`config.mk`:
```
export PLATFORM = sky130hd
export DESIGN_NAME = clock_page_replacement_flat
export DESIGN_NICKNAME = d
export VERILOG_FILES = /design/src/design/cpr_pkg.sv /design/src/design/cpr_in_if.sv /design/src/design/cpr_out_if.sv /design/src/design/cpr_ram.sv /design/src/design/clock_page_replacement.sv /design/src/flat_wrapper.sv
export SDC_FILE = /design/constraint.sdc
export NUM_CORES = 2
export LEC_CHECK = 0
export BUFFER_PORTS_ARGS = -buffer_cell sky130_fd_sc_hd__buf_4
export CAP_MARGIN = 20
export CORE_ASPECT_RATIO = 0.5
export CORE_MARGIN = 3
export CORE_UTILIZATION = 45
export CTS_CLUSTER_DIAMETER = 80
export DETAILED_ROUTE_END_ITERATION = 8
export PLACE_DENSITY = 0.59
export SLEW_MARGIN = 20
export SYNTH_ARGS = -nofsm -noshare
export SYNTH_HDL_FRONTEND = slang
export SYNTH_SLANG_ARGS = --single-unit
export TNS_END_PERCENT = 30
```
`constraint.sdc`:
```
create_clock -name i_clk -period 9.22 [get_ports i_clk]
set_input_delay 1.844 -clock i_clk [delete_from_list [all_inputs] [get_ports i_clk]]
set_output_delay 1.844 -clock i_clk [all_outputs]
set_load 0.1 [all_outputs]
```
`src/design/cpr_pkg.sv`:
```
// Package with the shared constants and types of the clock page replacement block.
package cpr_pkg;

    localparam int MAX_CELLS = 64;
    localparam int PAGES     = 128;

    localparam int PAGE_W  = 7;
    localparam int CFG_W   = 7;
    localparam int RES_W   = 7;
    localparam int FAULT_W = 16;

    localparam int CELL_W = (MAX_CELLS > 1) ? $clog2(MAX_CELLS) : 1;
    localparam int CNT_W  = $clog2(MAX_CELLS + 2);
    localparam int PIDX_W = (PAGES > 1) ? $clog2(PAGES) : 1;

    typedef logic [PAGE_W-1:0]  t_page;
    typedef logic [CELL_W-1:0]  t_cell_idx;
    typedef logic [CNT_W-1:0]   t_cell_num;
    typedef logic [FAULT_W-1:0] t_fault;

endpackage

```
`src/design/cpr_in_if.sv`:
```
// Input channel interface carrying one page access per transfer.
interface cpr_in_if
    import cpr_pkg::*;
();
    logic  valid;
    logic  ready;
    t_page page;
    logic  restart;

    modport source (output valid, output page, output restart, input ready);
    modport sink (input valid, input page, input restart, output ready);
endinterface

```
`src/design/cpr_out_if.sv`:
```
// Output channel interface carrying one replacement result per transfer.
interface cpr_out_if
    import cpr_pkg::*;
();
    logic             valid;
    logic             ready;
    logic             hit;
    logic [RES_W-1:0] cell_res;
    t_fault           fault_total;

    modport source (output valid, output hit, output cell_res, output fault_total, input ready);
    modport sink (input valid, input hit, input cell_res, input fault_total, output ready);
endinterface

```
`src/design/cpr_ram.sv`:
```
// Generic single-write, single-read synchronous RAM with registered read data.
module cpr_ram #(
    parameter int WIDTH = 8,
    parameter int DEPTH = 64,
    localparam int AW = (DEPTH > 1) ? $clog2(DEPTH) : 1
) (
    input  logic             i_clk,
    input  logic             i_we,
    input  logic [AW-1:0]    i_waddr,
    input  logic [WIDTH-1:0] i_wdata,
    input  logic [AW-1:0]    i_raddr,
    output logic [WIDTH-1:0] o_rdata
);
    logic [WIDTH-1:0] r_mem [DEPTH];
    logic [WIDTH-1:0] r_rdata;

    always_ff @(posedge i_clk) begin
        if (i_we) begin
            r_mem[i_waddr] <= i_wdata;
        end
        r_rdata <= r_mem[i_raddr];
    end

    assign o_rdata = r_rdata;
endmodule

```
`src/design/clock_page_replacement.sv`:
```
// Clock (second-chance) page replacement with page map and cell table held in RAM.
// Each transfer on the input channel is one page access and yields one result. A hit or a
// miss that fills a free cell first reads the page map RAM, then decides and writes back.
// A miss after all cells are filled then sweeps the hand through the cell table RAM, at
// most cells_in_use plus one visits, since that RAM gives one entry per cycle. Page map
// presence is kept in flip-flops that reset and restart clear at once, so there is no
// clearing pass. A finished result waits in an output register.
module clock_page_replacement
    import cpr_pkg::*;
(
    input  logic               i_clk,
    input  logic               i_rst_n,
    input  logic               i_cfg_we,
    input  logic [CFG_W-1:0]   i_cfg_wdata,
    cpr_in_if.sink             i_in,
    cpr_out_if.source          o_out
);
    localparam logic [1:0] S_IDLE  = 2'd0;
    localparam logic [1:0] S_LOOK  = 2'd1;
    localparam logic [1:0] S_SWEEP = 2'd2;
    localparam logic [1:0] S_HOLD  = 2'd3;

    localparam t_cell_num ONE_CELL = t_cell_num'(1);

    logic [1:0]       r_state, n_state;
    t_page            r_page, n_page;
    t_cell_num        r_hand, n_hand;
    t_cell_num        r_fill, n_fill;
    t_fault           r_fault, n_fault;
    logic [PAGES-1:0] r_valid, n_valid;
    logic [CFG_W-1:0] r_cells;
    logic             r_fwd;

    logic             r_o_valid, n_o_valid;
    logic             r_o_hit, n_o_hit;
    t_cell_num        r_o_cell, n_o_cell;
    t_fault           r_o_fault, n_o_fault;
    logic             r_p_hit, n_p_hit;
    t_cell_num        r_p_cell, n_p_cell;
    t_fault           r_p_fault, n_p_fault;

    t_cell_num        w_n;
    t_fault           w_fault_inc;
    logic             w_fin;
    logic             w_res_hit;
    t_cell_num        w_res_cell;
    logic             w_out_free;

    logic             w_cwe;
    t_cell_idx        w_cwaddr;
    logic [PAGE_W:0]  w_cwdata;
    t_cell_idx        w_craddr;
    logic [PAGE_W:0]  w_crdata;
    logic             w_ref;

    logic             w_pwe;
    t_cell_idx        w_prdata;
    t_cell_num        w_map_cell;

    cpr_ram #(.WIDTH(CELL_W), .DEPTH(PAGES)) u_page_ram (
        .i_clk   (i_clk),
        .i_we    (w_pwe),
        .i_waddr (r_page[PIDX_W-1:0]),
        .i_wdata (w_res_cell[CELL_W-1:0] - CELL_W'(1)),
        .i_raddr (i_in.page[PIDX_W-1:0]),
        .o_rdata (w_prdata)
    );

    cpr_ram #(.WIDTH(PAGE_W + 1), .DEPTH(MAX_CELLS)) u_cell_ram (
        .i_clk   (i_clk),
        .i_we    (w_cwe),
        .i_waddr (w_cwaddr),
        .i_wdata (w_cwdata),
        .i_raddr (w_craddr),
        .o_rdata (w_crdata)
    );

    function automatic t_cell_num next_cell(t_cell_num c, t_cell_num n);
        return (c >= n) ? ONE_CELL : c + ONE_CELL;
    endfunction

    function automatic t_cell_idx cell_idx(t_cell_num c);
        t_cell_num d;
        d = c - ONE_CELL;
        return d[CELL_W-1:0];
    endfunction

    always_comb begin
        if (r_cells == '0) begin
            w_n = ONE_CELL;
        end else if ({1'b0, r_cells} > (CFG_W + 1)'(MAX_CELLS)) begin
            w_n = t_cell_num'(MAX_CELLS);
        end else begin
            w_n = t_cell_num'(r_cells);
        end
    end

    assign w_fault_inc = (&r_fault) ? r_fault : r_fault + t_fault'(1);
    assign w_map_cell  = t_cell_num'(w_prdata) + ONE_CELL;
    assign w_ref       = w_crdata[0] & ~r_fwd;
    assign w_craddr    = cell_idx(n_hand);
    assign w_out_free  = !r_o_valid || o_out.ready;

    always_comb begin
        n_state   = r_state;
        n_page    = r_page;
        n_hand    = r_hand;
        n_fill    = r_fill;
        n_fault   = r_fault;
        n_valid   = r_valid;
        w_fin     = 1'b0;
        w_res_hit = 1'b0;
        w_res_cell = r_hand;
        w_cwe     = 1'b0;
        w_cwaddr  = cell_idx(r_hand);
        w_cwdata  = {r_page, 1'b1};
        w_pwe     = 1'b0;

        case (r_state)
            S_IDLE: begin
                if (i_in.valid) begin
                    n_page  = i_in.page;
                    n_state = S_LOOK;
                    if (i_in.restart) begin
                        n_valid = '0;
                        n_hand  = ONE_CELL;
                        n_fill  = ONE_CELL;
                        n_fault = '0;
                    end
                end
            end
            S_LOOK: begin
                if (r_valid[r_page[PIDX_W-1:0]]) begin
                    w_fin      = 1'b1;
                    w_res_hit  = 1'b1;
                    w_res_cell = w_map_cell;
                    w_cwe      = 1'b1;
                    w_cwaddr   = cell_idx(w_map_cell);
                end else begin
                    n_fault = w_fault_inc;
                    if (r_fill <= w_n) begin
                        w_fin      = 1'b1;
                        w_res_cell = r_fill;
                        w_cwe      = 1'b1;
                        w_cwaddr   = cell_idx(r_fill);
                        w_pwe      = 1'b1;
                        n_valid[r_page[PIDX_W-1:0]] = 1'b1;
                        n_fill     = r_fill + ONE_CELL;
                    end else begin
                        if (r_hand > w_n) begin
                            n_hand = ONE_CELL;
                        end
                        n_state = S_SWEEP;
                    end
                end
            end
            S_SWEEP: begin
                if (w_ref) begin
                    w_cwe    = 1'b1;
                    w_cwdata = {w_crdata[PAGE_W:1], 1'b0};
                    n_hand   = next_cell(r_hand, w_n);
                end else begin
                    n_valid[w_crdata[PIDX_W:1]] = 1'b0;
                    n_valid[r_page[PIDX_W-1:0]] = 1'b1;
                    w_fin    = 1'b1;
                    w_cwe    = 1'b1;
                    w_pwe    = 1'b1;
                    n_hand   = next_cell(r_hand, w_n);
                end
            end
            S_HOLD: begin
                if (w_out_free) begin
                    n_state = S_IDLE;
                end
            end
            default: begin
                n_state = S_IDLE;
            end
        endcase

        if (w_fin) begin
            n_state = w_out_free ? S_IDLE : S_HOLD;
        end
    end

    always_comb begin
        n_o_valid = r_o_valid;
        n_o_hit   = r_o_hit;
        n_o_cell  = r_o_cell;
        n_o_fault = r_o_fault;
        n_p_hit   = r_p_hit;
        n_p_cell  = r_p_cell;
        n_p_fault = r_p_fault;
        if (o_out.ready) begin
            n_o_valid = 1'b0;
        end
        if (w_fin) begin
            if (w_out_free) begin
                n_o_valid = 1'b1;
                n_o_hit   = w_res_hit;
                n_o_cell  = w_res_cell;
                n_o_fault = n_fault;
            end else begin
                n_p_hit   = w_res_hit;
                n_p_cell  = w_res_cell;
                n_p_fault = n_fault;
            end
        end else if (r_state == S_HOLD && w_out_free) begin
            n_o_valid = 1'b1;
            n_o_hit   = r_p_hit;
            n_o_cell  = r_p_cell;
            n_o_fault = r_p_fault;
        end
    end

    always_ff @(posedge i_clk) begin
        if (!i_rst_n) begin
            r_state   <= S_IDLE;
            r_hand    <= ONE_CELL;
            r_fill    <= ONE_CELL;
            r_fault   <= '0;
            r_valid   <= '0;
            r_cells   <= CFG_W'(MAX_CELLS);
            r_o_valid <= 1'b0;
            r_fwd     <= 1'b0;
        end else begin
            r_state   <= n_state;
            r_hand    <= n_hand;
            r_fill    <= n_fill;
            r_fault   <= n_fault;
            r_valid   <= n_valid;
            r_o_valid <= n_o_valid;
            r_fwd     <= w_cwe && (w_cwaddr == w_craddr);
            if (i_cfg_we) begin
                r_cells <= i_cfg_wdata;
            end
        end
    end

    always_ff @(posedge i_clk) begin
        r_page    <= n_page;
        r_o_hit   <= n_o_hit;
        r_o_cell  <= n_o_cell;
        r_o_fault <= n_o_fault;
        r_p_hit   <= n_p_hit;
        r_p_cell  <= n_p_cell;
        r_p_fault <= n_p_fault;
    end

    assign i_in.ready        = (r_state == S_IDLE);
    assign o_out.valid       = r_o_valid;
    assign o_out.hit         = r_o_hit;
    assign o_out.cell_res    = RES_W'(r_o_cell);
    assign o_out.fault_total = r_o_fault;
endmodule

```
`src/flat_wrapper.sv`:
```
// flat-port wrapper written by rule: the top's interface ports become plain ports
module clock_page_replacement_flat import cpr_pkg::*;
  (i_clk, i_rst_n, i_cfg_we, i_cfg_wdata, i_in_valid, i_in_page, i_in_restart, i_in_ready, o_out_valid, o_out_hit, o_out_cell_res, o_out_fault_total, o_out_ready);
  cpr_in_if i_in_i ();
  cpr_out_if o_out_i ();
  input  logic i_clk;
  input  logic i_rst_n;
  input  logic i_cfg_we;
  input  logic [CFG_W-1:0] i_cfg_wdata;
  input wire logic [$bits(i_in_i.valid)-1:0] i_in_valid;
  input wire logic [$bits(i_in_i.page)-1:0] i_in_page;
  input wire logic [$bits(i_in_i.restart)-1:0] i_in_restart;
  output wire logic [$bits(i_in_i.ready)-1:0] i_in_ready;
  output wire logic [$bits(o_out_i.valid)-1:0] o_out_valid;
  output wire logic [$bits(o_out_i.hit)-1:0] o_out_hit;
  output wire logic [$bits(o_out_i.cell_res)-1:0] o_out_cell_res;
  output wire logic [$bits(o_out_i.fault_total)-1:0] o_out_fault_total;
  input wire logic [$bits(o_out_i.ready)-1:0] o_out_ready;
  assign i_in_i.valid = i_in_valid;
  assign i_in_i.page = i_in_page;
  assign i_in_i.restart = i_in_restart;
  assign i_in_ready = i_in_i.ready;
  assign o_out_valid = o_out_i.valid;
  assign o_out_hit = o_out_i.hit;
  assign o_out_cell_res = o_out_i.cell_res;
  assign o_out_fault_total = o_out_i.fault_total;
  assign o_out_i.ready = o_out_ready;
  clock_page_replacement u_core (.i_clk(i_clk), .i_rst_n(i_rst_n), .i_cfg_we(i_cfg_we), .i_cfg_wdata(i_cfg_wdata), .i_in(i_in_i), .o_out(o_out_i));
endmodule
```
==> flow_metrics.py <==
metrics = {
    "yosys": {
        "ys_async_sr_fraction": 0,
        "ys_seq_area_frac": 0.695,
        "synth.avg_cell_area_um2": 15.6,
        "synth_warnings": 0,
        "synth-seq-cells": 1518,
        "synth_nets": 4071,
        "synth-main-ff-cell": "edfxtp_1",
        "synthTopCellsByArea": "edfxtp_1, mux4_2, dfxtp_1",
        "synth_common_cells": "edfxtp_1, nand2_1, o21ai_0, mux4_2, nor2_1",
        "synthesis.area_um2": 63000,
        "yosysTopAreaCellShare": 0.637,
        "ys_types": 72,
        "syn_inst": 4025,
        "synth_top_cell_by_area": "edfxtp_1",
        "synth_edf_count": 1335,
        "yosysMostFrequentCell": "edfxtp_1",
    },
    "floorplan": {
        "io_pins": 46,
        "dieArea_um2": 145000,
        "die_w_um": 535,
        "die_y_um": 271,
        "core_um2": 138000,
        "num_rows": 96,
        "initial_core_util": 0.456,
    },
    "detailed_routing": {
        "postRouteAntennaNets": 0,
        "avgRoutedWirePerCell_um": 26.4,
        "drcViolationCount": 0,
        "drt_iter0_drc": 4137,
        "wl_mm": 157,
        "viasPerCell": 6.03,
        "drt_pass1_iterations": 6,
        "vias": 35961,
    },
    "critical_path": {
        "r2r_cells": 17,
        "cp_data_arrival_time_ns": 8.28,
        "cp.required_ns": 9.83,
        "timing.critical_path.slowest_cell_delay_ns": 1.06,
        "critPathTopFamily": "simple AND/OR/NAND/NOR gates",
        "path_class": "reg2reg",
        "cp_cell_sequence": "buf_4 > mux4_2 > mux4_2 > mux4_2 > mux2i_2 > buf_4 > nand4_2 > nand2_4 > inv_8 > ha_1 > nor3_2 > o21ba_2 > buf_4 > a32oi_1 > and3_1 > o32ai_1 > a221oi_1",
        "critPathSlowestCell": "edfxtp_1",
        "cp_num_buf_inv": 4,
        "r2r_start": "u_core.r_page[2]$_DFFE_PP_",
        "end_kind": "register",
        "r2r_setup_slack_ns": 1.55,
        "start_kind": "register",
        "critPathMaxFanout": 101,
        "rr_endpoint": "u_core.u_cell_ram.o_rdata[1]$_DFF_P_",
    },
    "power": {
        "p_int_uw": 13300,
        "power_frac_comb": 0.299,
        "leakage_uw": 0.0218,
        "pwr-share-clk": 0.284,
        "p_per_area_nw_per_um2": 295,
        "p_seq_frac": 0.417,
        "ir_drop_mv": 0.353,
        "swShare": 0.351,
        "switching_power_uw": 7230,
    },
    "grt": {
        "grtUsageTotal": 0.216,
        "grt_overflow_total": 0,
        "grt_pass1_vias": 35295,
        "antenna_found_initial": 0,
        "grt_max_degree": 154,
        "grt_pass1_wl_mm": 235,
    },
    "finish": {
        "multi_input_area_um2": 18200,
        "ff_latch_area_um2": 43800,
        "nFillCells": 11295,
        "fin_nets": 4026,
        "area_delta_synth_final_pct": 10.6,
        "layout-drive-gt1-share": 0.162,
    },
    "timing": {
        "maxSlewViolCount": 0,
        "fmaxAchievable_mhz": 130,
        "hold_violations": 0,
        "grt_setup_unrepaired": "false",
        "worst_pin_slew_ns": 1.14,
        "skew_ns": 0.0230,
        "period_share": 0.832,
        "setup_tns_ns": 0,
        "fin_crit_ns": 7.67,
        "fin_ws_ns": 1.55,
        "timing.slew.headroom": 0.239,
        "setup_violations": 0,
    },
    "min_path": {
        "hold_class": "reg2reg",
        "hold_end": "u_core.r_valid[61]$_SDFFE_PN0P_",
        "hold_depth": 2,
        "min-delay-start": "u_core.r_valid[61]$_SDFFE_PN0P_",
    },
    "run": {
        "drv_cap": 0,
    },
    "placed_design": {
        "pre_cts_ws_ns": 1.28,
        "gp_congestion": 0.864,
        "dpl.hpwl_mm": 91.4,
        "io_buffers": 45,
    },
    "clock_network": {
        "clock_latency_ns": 0.77,
        "cts_resized": 0,
        "cts_tree": "done",
        "clkTransAtPathRegs_ns": 0.07,
        "cts.sink_count": 1518,
        "hold_buffers": 0,
        "htreeDepth": 4,
        "clock_tree.root_cell": "clkbuf_16",
        "cts_buffers": 139,
        "clockBufferDepth": 3,
        "cts_setup_buffers": 0,
    },
    "run_status": {
        "status": "finished clean",
    },
}
registers in the layout (all words and copies together) (netlist names), 2 cells and up:
name and cells:
u_core.u_cell_ram.o_rdata 8, u_core.r_state 2, u_core.r_fault 16, u_core.r_valid 128, u_core.r_fill 7, u_core.u_page_ram.o_rdata 6
u_core.r_page 7, u_core.r_hand 7, u_core.o_out.cell_res 7, u_core.r_cells 7, u_core.r_p_fault 16, u_core.u_cell_ram.r_mem 512
u_core.r_p_cell 7, u_core.o_out.fault_total 16, u_core.u_page_ram.r_mem 768
routing by layer:
metal  wire length, µm  global-route usage  vias up
li1                  -                   -    15721
met1             68800               0.317    18564
met2             73700               0.334     1454
met3             11300              0.0337      222
met4              3380              0.0615        0
met5                 0                   0        -
cell families after synthesis:
family / count (synthesis) / synth area share
AOI/OAI and AO/OA: 670 / 0.0716
xor gates and xnor gates: 36 / 0.00530
adders and majority gates: 26 / 0.00517
buffers and inverters: 300 / 0.0188
DFF: 1518 / 0.695
muxes: 472 / 0.134
and+or+nand+nor: 1003 / 0.0703
power groups by stage:
stage | registers, µW | clock network, µW | logic [µW]
floorplan | 8870 | 0 | 3850
global placement | 8730 | 0 | 5990
detailed placement | 8730 | 0 | 6080
CTS | 8580 | 5950 | 6100
global route | 8600 | 6230 | 6560
finish | 8590 | 5840 | 6150
worst register-to-register path: cells and delay by family (launching register included):
family          cells  cell delay, ns
flops               1            1.06
mux                 4            1.53
buf+inv             4            1.66
compound gates      4            1.02
fa+ha+maj           1            0.40
simple gates        4            1.86
layout make-up:
type,instances,area share
antenna,1,0.0000359
clock buffer,185,0.0537
clock inverter,74,0.0117
inverter,28,0.00176
multi-input combinational,2207,0.261
sequential,1518,0.628
tap,1862,0.0334
timing repair buffer,86,0.0108
cell usage in the layout, fill, tap and decap left out, types with 10 or more instances in the layout:
| cell | Yosys | routed |
|---|---|---|
| bufinv_16 | 0 | 12 |
| clkinv_1 | 1 | 16 |
| o2111ai_1 | 14 | 14 |
| nor2b_1 | 31 | 31 |
| and3_1 | 28 | 26 |
| clkbuf_16 | 0 | 140 |
| nand4_1 | 19 | 19 |
| xnor2_1 | 18 | 16 |
| inv_6 | 0 | 10 |
| mux2i_1 | 139 | 138 |
| and2_1 | 25 | 25 |
| inv_1 | 23 | 21 |
| mux4_2 | 294 | 294 |
| edfxtp_1 | 1335 | 1335 |
| mux2_2 | 39 | 39 |
| clkbuf_1 | 205 | 38 |
| xor2_1 | 17 | 17 |
| buf_4 | 1 | 76 |
| a32o_1 | 21 | 21 |
| nor3_1 | 13 | 12 |
| a21oi_1 | 23 | 22 |
| dfxtp_1 | 183 | 183 |
| a21boi_0 | 129 | 129 |
| a32oi_1 | 96 | 96 |
| nand3_1 | 189 | 184 |
| ha_1 | 26 | 25 |
| clkinv_2 | 0 | 16 |
| nor2_1 | 220 | 220 |
| o21ai_0 | 295 | 295 |
| nand2_1 | 445 | 442 |
| a221oi_1 | 21 | 21 |
worst max path at each step:
| stage | from | depth (start not counted) | slack (ns) | to |
|---|---|---|---|---|
| global placement | u_core.r_page[2]$_DFFE_PP_ | 16 | 1.56 | u_core.u_cell_ram.o_rdata[1]$_DFF_P_ |
| floorplan | u_core.r_page[2]$_DFFE_PP_ | 12 | 0.005 | u_core.u_page_ram.r_mem[0][2]$_DFFE_PP_ |
| finish | u_core.r_page[2]$_DFFE_PP_ | 17 | 1.55 | u_core.u_cell_ram.o_rdata[1]$_DFF_P_ |
| detailed placement | u_core.r_page[2]$_DFFE_PP_ | 16 | 1.28 | u_core.u_cell_ram.o_rdata[1]$_DFF_P_ |
| CTS | u_core.r_page[2]$_DFFE_PP_ | 16 | 1.25 | u_core.u_cell_ram.o_rdata[1]$_DFF_P_ |
| global route | u_core.r_page[2]$_DFFE_PP_ | 17 | 1.11 | u_core.u_cell_ram.o_rdata[1]$_DFF_P_ |
per-stage QoR:
| stage | utilization | hold WS (ns) | power [µW] | instances | cell area, µm² |
|---|---|---|---|---|---|
| final | 0.505 | 0.484 | 20600 | 5961 | 69700 |
| after global routing | 0.505 | 0.505 | 21400 | 5960 | 69700 |
| after CTS | 0.504 | 0.481 | 20600 | 5958 | 69600 |
| after detailed placement | 0.471 | 0.472 | 14800 | 5699 | 65100 |
| after global placement | 0.471 | 0.464 | 14700 | 5699 | 65100 |
| after floorplan | - | 0.450 | 12700 | 4025 | 63000 |
Power figures use the tool's default switching activity.
